File: src/sv/egbl_pkg.sv
// Shared types and constants for the elevation grid lookup core.
// Used by every module and interface of the block; no dependencies.
`default_nettype none
package egbl_pkg;

  localparam int MAX_ROWS_DEF  = 256;
  localparam int MAX_COLS_DEF  = 256;
  localparam int FRAC_BITS_DEF = 8;

  localparam int COORD_W    = 31;
  localparam int INV_W      = 32;
  localparam int CNT_W      = 9;
  localparam int ELEV_W     = 16;
  localparam int ALT_W      = 24;
  localparam int CELL_W     = 8;
  localparam int OP_W       = 2;
  localparam int POS_SHIFT  = 38;
  localparam int POS_W      = COORD_W + INV_W;
  localparam int CFG_IDX_W  = 3;
  localparam int CFG_DATA_W = 32;
  localparam int ALT_MAX    = 8388607;
  localparam int ALT_MIN    = -8388608;

  typedef enum logic [OP_W-1:0] {
    OP_WRITE    = 2'd0,
    OP_NEAREST  = 2'd1,
    OP_BILINEAR = 2'd2
  } op_e;

  typedef enum logic [CFG_IDX_W-1:0] {
    REG_SOUTH_LAT = 3'd0,
    REG_NORTH_LAT = 3'd1,
    REG_WEST_LON  = 3'd2,
    REG_EAST_LON  = 3'd3,
    REG_INV_CELL  = 3'd4,
    REG_NUM_ROWS  = 3'd5,
    REG_NUM_COLS  = 3'd6,
    REG_NODATA    = 3'd7
  } cfg_reg_e;

  typedef struct packed {
    logic vld;
    op_e  op;
    logic outside;
    logic wr_en;
  } ctl_t;

endpackage
`default_nettype wire

File: src/sv/egbl_blend.sv
// Blend back end: corner products, sum, rounding, bias removal, nearest or
// nodata selection and saturation into the output register. Depends on egbl_pkg.
`default_nettype none
module egbl_blend import egbl_pkg::*; #(
  parameter int FRAC_BITS = FRAC_BITS_DEF,
  localparam int WP_W = 2 * FRAC_BITS + 2
) (
  input  wire                      clk,
  input  wire                      rst_n,
  input  ctl_t                     in_ctl,
  output logic                     in_ready,
  input  wire  [ELEV_W-1:0]        in_q [4],
  input  wire  [WP_W-1:0]          in_w [4],
  input  wire  [3:0]               in_par,
  input  wire  signed [ELEV_W-1:0] nodata_value,
  output logic                     out_valid,
  input  wire                      out_ready,
  output logic signed [ALT_W-1:0]  out_altitude,
  output logic                     out_outside
);

  localparam int PR_W  = WP_W + ELEV_W;
  localparam int SUM_W = PR_W + 2;
  localparam int SH_W  = SUM_W - FRAC_BITS;
  localparam int SW    = SH_W + 2;

  logic en_e, en_f;

  ctl_t                     ctl_e_r;
  logic                     vld_f_r;
  logic [PR_W-1:0]          prod_r [4];
  logic [PR_W-1:0]          prod_nxt [4];
  logic signed [ELEV_W-1:0] near_r;
  logic signed [ALT_W-1:0]  alt_r, alt_nxt;
  logic                     outside_r;

  logic [1:0]               sel [4];
  logic [ELEV_W-1:0]        ub;
  logic [SUM_W-1:0]         sum, rnd;
  logic signed [SW-1:0]     blend, scaled;

  assign en_f     = !vld_f_r || out_ready;
  assign en_e     = !ctl_e_r.vld || en_f;
  assign in_ready = en_e;

  always_comb begin
    sel[0] = {in_par[3], in_par[1]};
    sel[1] = {in_par[3], in_par[0]};
    sel[2] = {in_par[2], in_par[1]};
    sel[3] = {in_par[2], in_par[0]};
    for (int k = 0; k < 4; k++) begin
      ub = {~in_q[sel[k]][ELEV_W-1], in_q[sel[k]][ELEV_W-2:0]};
      prod_nxt[k] = (in_w[k] == '0) ? '0 : PR_W'(in_w[k]) * PR_W'(ub);
    end
  end

  always_ff @(posedge clk) begin
    if (!rst_n) begin
      ctl_e_r <= '0;
      vld_f_r <= 1'b0;
    end else begin
      if (en_e) ctl_e_r <= in_ctl;
      if (en_f) vld_f_r <= ctl_e_r.vld;
    end
  end

  always_ff @(posedge clk) begin
    if (en_e) begin
      prod_r <= prod_nxt;
      near_r <= in_q[sel[0]];
    end
    if (en_f) begin
      alt_r     <= alt_nxt;
      outside_r <= ctl_e_r.outside;
    end
  end

  always_comb begin
    sum = SUM_W'(prod_r[0]) + SUM_W'(prod_r[1]) + SUM_W'(prod_r[2]) + SUM_W'(prod_r[3]);
    rnd = sum + (SUM_W'(1) << (FRAC_BITS - 1));
    blend = $signed({2'b00, rnd[SUM_W-1:FRAC_BITS]}) - (SW'(32768) << FRAC_BITS);
    if (ctl_e_r.outside) begin
      scaled = SW'(nodata_value) <<< FRAC_BITS;
    end else if (ctl_e_r.op == OP_NEAREST) begin
      scaled = SW'(near_r) <<< FRAC_BITS;
    end else begin
      scaled = blend;
    end
    if (scaled > SW'(ALT_MAX)) begin
      alt_nxt = ALT_W'(ALT_MAX);
    end else if (scaled < SW'(ALT_MIN)) begin
      alt_nxt = ALT_W'(ALT_MIN);
    end else begin
      alt_nxt = scaled[ALT_W-1:0];
    end
  end

  assign out_valid    = vld_f_r;
  assign out_altitude = alt_r;
  assign out_outside  = outside_r;

endmodule
`default_nettype wire

File: config.mk
export PLATFORM = sky130hd
export DESIGN_NAME = egbl_blend
export DESIGN_NICKNAME = d
export VERILOG_FILES = /design/src/sv/egbl_pkg.sv /design/src/sv/egbl_blend.sv
export SDC_FILE = /design/constraint.sdc
export NUM_CORES = 2
export LEC_CHECK = 0
export BUFFER_PORTS_ARGS = -buffer_cell sky130_fd_sc_hd__buf_2
export CORE_MARGIN = 4
export CORE_UTILIZATION = 30
export DETAILED_ROUTE_END_ITERATION = 10
export MAX_ROUTING_LAYER = met4
export SETUP_SLACK_MARGIN = 0.2
export SYNTH_ARGS = -nofsm -noshare
export SYNTH_HDL_FRONTEND = slang
export SYNTH_SLANG_ARGS = --single-unit
File: constraint.sdc
create_clock -name clk -period 16.5 [get_ports clk]
set_clock_uncertainty 0.1 [all_clocks]
set_input_delay 3.3 -clock clk [delete_from_list [all_inputs] [get_ports clk]]
set_output_delay 3.3 -clock clk [all_outputs]
set_load 0.02 [all_outputs]
; ---- After elaboration in Yosys (flattened, before gate mapping)
; Index checks and enable logic that the tools add are counted.
[word_totals]
regBits = 182
out_inout_bits = 27
word_cells = 58
[classes]
add_sub_neg = 5
mul = 4
n_lt_le_gt_ge = 6
n_eq_ne = 1
n_mux = 15
bitwise = 8
n_reduce_logical = 8
[ops]
columns = operator, n
row1 = 18-bit by 16-bit multiplier with 34-bit output, 4
row2 = 16-bit binary-select mux with 2-bit select, 4
row3 = 16-bit two-way mux, 8
row4 = 18-bit zero test, 4
row5 = 30-bit two-way mux, 2
row6 = 35-bit by 34-bit adder with 36-bit output, 1
row7 = 36-bit by 34-bit adder with 36-bit output, 1
row8 = 36-bit by 8-bit adder with 36-bit output (second input constant), 1
row9 = 34-bit by 34-bit adder with 35-bit output, 1
row10 = 30-bit by 24-bit greater-than comparator with 1-bit output (second input constant), 1
row11 = 30-bit by 24-bit less-than comparator with 1-bit output (second input constant), 1
row12 = 28-bit by 24-bit subtractor with 29-bit output (second input constant), 1
row13 = 24-bit two-way mux, 1
row14 = 3-bit greater-or-equal comparator (second input constant), 4
row15 = 2-bit NOT with 3-bit output, 4
row16 = 1-bit NOT, 4
row17 = 2-bit by 1-bit == test with 1-bit output (second input constant), 1
row18 = 1-bit zero test, 2
row19 = 1-bit logical OR, 2

; ---- Depth between registers and ports, before layout
[depth]
ltp_word = 9
mapped_depth = 31
ltp_nobuf = 27

; ---- Least setup slack after synthesis
; No wires, ideal clock.
[synth_timing]
path_type = in2reg
from = input in_par[0]
to = register prod_r[100] (netlist bit), data pin
arrival_ns = 10.734
required_ns = 16.140
setup_slack_ns = 5.406
cell_stages = 30
path_cell_list = clkbuf_1 > buf_2 > buf_2 > clkbuf_1 > nor2_1 > a21oi_1 > clkbuf_1 > nand2_1 > fa_1 > inv_1 > fa_1 > inv_1 > fa_1 > fa_1 > inv_1 > fa_1 > inv_1 > fa_1 > inv_1 > ha_1 > a21o_1 > a21oi_1 > o21bai_1 > a22o_1 > a311o_1 > nand3_1 > o21ai_0 > a21o_1 > a211oi_1 > mux2_2
[synth_between]
elab_chain_len = 6
[synth_lines]
columns = element, line
row1 = from (decl), egbl_blend.sv:14  ; input wire [3:0] in_par,
row2 = 2-bit NOT with 3-bit output (not written as such) (*), egbl_blend.sv:52  ; ub = {~in_q[sel[k]][ELEV_W-1], in_q[sel[k]][ELEV_W-2:0]};
row3 = 16-bit binary-select mux with 2-bit select (*), egbl_blend.sv:52
row4 = 16-bit two-way mux (not written as such) (*) (2 in series), egbl_blend.sv:52
row5 = 1-bit NOT, egbl_blend.sv:52
row6 = 18-bit by 16-bit multiplier with 34-bit output (*), egbl_blend.sv:53  ; prod_nxt[k] = (in_w[k] == '0) ? '0 : PR_W'(in_w[k]) * PR_W'(ub);
row7 = to (signal assigned), egbl_blend.sv:69  ; prod_r <= prod_nxt;
row8 = to (decl), egbl_blend.sv:31  ; logic [PR_W-1:0] prod_r [4];
; Mark *: on every way between the ends. The rest lies on a longest branch, timed or not. The select of a mux whose other input is x is not followed.
; A chain may end at the register's enable or synchronous reset.

; ---- Worst setup path in the final report
[layout_timing]
from = input in_par[3]
to = register prod_r[100] (netlist bit), data pin
; Same word-level chain as after synthesis.

==> results.tsv <==
metric	value	unit
firstDrtPassIters	6	
hp-start	ctl_e_r[3]	
max_stage_delay	630	ps
whs	416	ps
ys.flop_type	edfxtp_1	
synthTopCellsByArea	fa_1 (39%), ha_1 (12%), edfxtp_1 (11%), inv_1 (9.3%), nand2_1 (6.3%)	
crit_arrival	11020	ps
cp_data_required_time	16630	ps
dp_cells	7642	
coreArea	0.164	sq mm
drtAntennaViolNets	0	
root_buffer	clkbuf_16	
hold_viol	0	
dieArea	0.172	sq mm
io_buffers	189	
initial_utilization	30.3	%
grt_pass1_vias	39400	
die_w	414	microns
synth.yosys.warnings	0	
synth_edf_count	177	
start_kind	input port	
wl_per_cell	17.9	microns
cts_inserted_buffers	17	
vias_per_cell	4.79	
netlist_instances	5446	
num_rows	148	
dieHeight	414	microns
clk_path_buf_depth	2	
place_congestion	0.902	
antenna_found_initial	5	
fin_nets	7095	
ys_seq_area_share	10.9	%
r2r-start	prod_r[6]	
hp-class	register to register	
post_cts_buffers	0	
r2r-end	out_altitude[0]	
synth_most_common_cell	inv_1	
grt_pass1_wl	220000	microns
cts_tree	built	
status	complete, no violations	
fin_tns_setup	0	ps
ys_top_cells_by_count	inv_1 (1,222), fa_1 (955), nand2_1 (827), ha_1 (490), and2_1 (409)	
instances_no_fill	7676	
slew_headroom	23.3	%
min_path_cells	2	
grt_max_degree	79	
clock.fmax	91.8	MHz
drc	0	
grtUsageTotal	16.6	%
cts_htree_levels	4	
hold_buffers	0	
clock_latency	480	ps
min_to	ctl_e_r[3]	
cap_violations	0	
avgSynthCellArea	9.10	sq um
criticalPathCategory	input port to register	
tightest_slew	1150	ps
synth_area	0.0496	sq mm
r2r_setup_slack	10170	ps
grt_overflow	0	
syn-num-nets	7055	
num_vias	36800	
synthDominantCellAreaShare	38.6	%
cts.sinks	182	
wl	138000	microns
drt_iter0_drc	2251	
drive_gt1_share	6.75	%
cp_max_fo	32	
r2r_cells	19	
rsz0062_at_grt	false	
synth-async-reset-ratio	0	%
ys_seq_elements	182	
ios	191	
crit_top_cell	fa_1	
end_kind	register	
drv_slew	0	
synth_cell_types	86	
slowest_stage	buf_2	
clkTransAtPathRegs	80	ps
dp_hpwl	111000	microns
synth_area_leader_cell	fa_1	
areaGrowthSynthToFinish	7.82	%
cts-resized-gates	0	
finalCritPeriodShare	66.0	%
min_period	10890	ps
setup_violations	0	
## per-stage QoR
stage	instance area (sq um)	utilization [%]	setup slack (ps)
6_report	53400	32.7	5610
5_1_grt	53400	32.7	5230
4_1_cts	53400	32.7	5680
3_5_place_dp	52800	32.3	5200
3_3_place_gp	52800	32.3	5220
2_1_floorplan	49600	-	5410
## flip-flops by register name, summed over array words and instances, names as in the netlist
name / cells
prod_r: 136
out_altitude: 24
near_r: 16
ctl_e_r: 4
out_outside: 1
out_valid: 1
## layout make-up
cell class	instances	area, sq um
fillers	16800	110000
multi-input cells	3835	38900
flip-flops and latches	182	5420
inverters	1222	4590
well taps	2175	2720
repair buffers	228	1240
clock buffers	17	425
clock inverters	14	179
diodes	3	7.51
## worst max path at each step
stage | startpoint | to | slack, ps | depth (start not counted)
3_5_place_dp | in_par[3] | prod_r[100] | 5200 | 28
2_1_floorplan | in_par[0] | prod_r[100] | 5410 | 30
3_3_place_gp | in_par[3] | prod_r[100] | 5220 | 28
6_report | in_par[3] | prod_r[100] | 5610 | 28
5_1_grt | in_par[0] | prod_r[100] | 5230 | 27
4_1_cts | in_par[3] | prod_r[100] | 5680 | 28
## logic make-up after synthesis
family | Yosys count | share of synthesized area [%]
multiplexers | 83 | 2.52
AO/OA/AOI/OAI | 482 | 6.25
AND/OR/NAND/NOR | 1699 | 16.2
XOR/XNOR | 126 | 2.23
adder cells (fa/ha/maj) | 1445 | 51.0
buffers and inverters | 1429 | 10.9
flip-flops | 182 | 10.9
## per-layer routing
metal / track usage, % / vias up / routed length, microns
met5: - / - / 0
met4: 6.25 / 0 / 5710
met3: 1.45 / 196 / 5900
met2: 28.2 / 965 / 69200
met1: 20.5 / 18900 / 56700
li1: - / 16800 / -
## layout by cell type (no fill, tap or decap), drive strengths merged, types with 11 or more instances in the layout
master,Yosys,routed
and3,21,21
mux2,31,31
o211ai,11,11
nand3,63,63
or3,17,17
a31oi,21,21
ha,490,490
nand2b,26,26
o21ai,115,115
a21o,67,67
nor3,32,32
a21oi,149,149
nor4,21,21
mux2i,22,22
a211oi,18,18
nand2,827,827
mux4,30,30
o21a,11,11
fa,955,955
clkbuf,177,17
buf,30,228
xor2,55,55
nor2,200,200
edfxtp,177,177
and2,409,409
inv,1222,1230
xnor2,71,71
nor2b,38,38
o21bai,17,17
nand4,13,13
## critical path: cells and delay by family
kind	cells	cell delay [ps]
adders and majority gates	7	3410
AOI/OAI and AO/OA	9	2110
buffers and inverters	7	1190
muxes	2	680
and+or+nand+nor	3	290
Power is left out: the tool's default activity adds up to more than one toggle a clock period on the data nets, which glitch-free logic cannot reach.
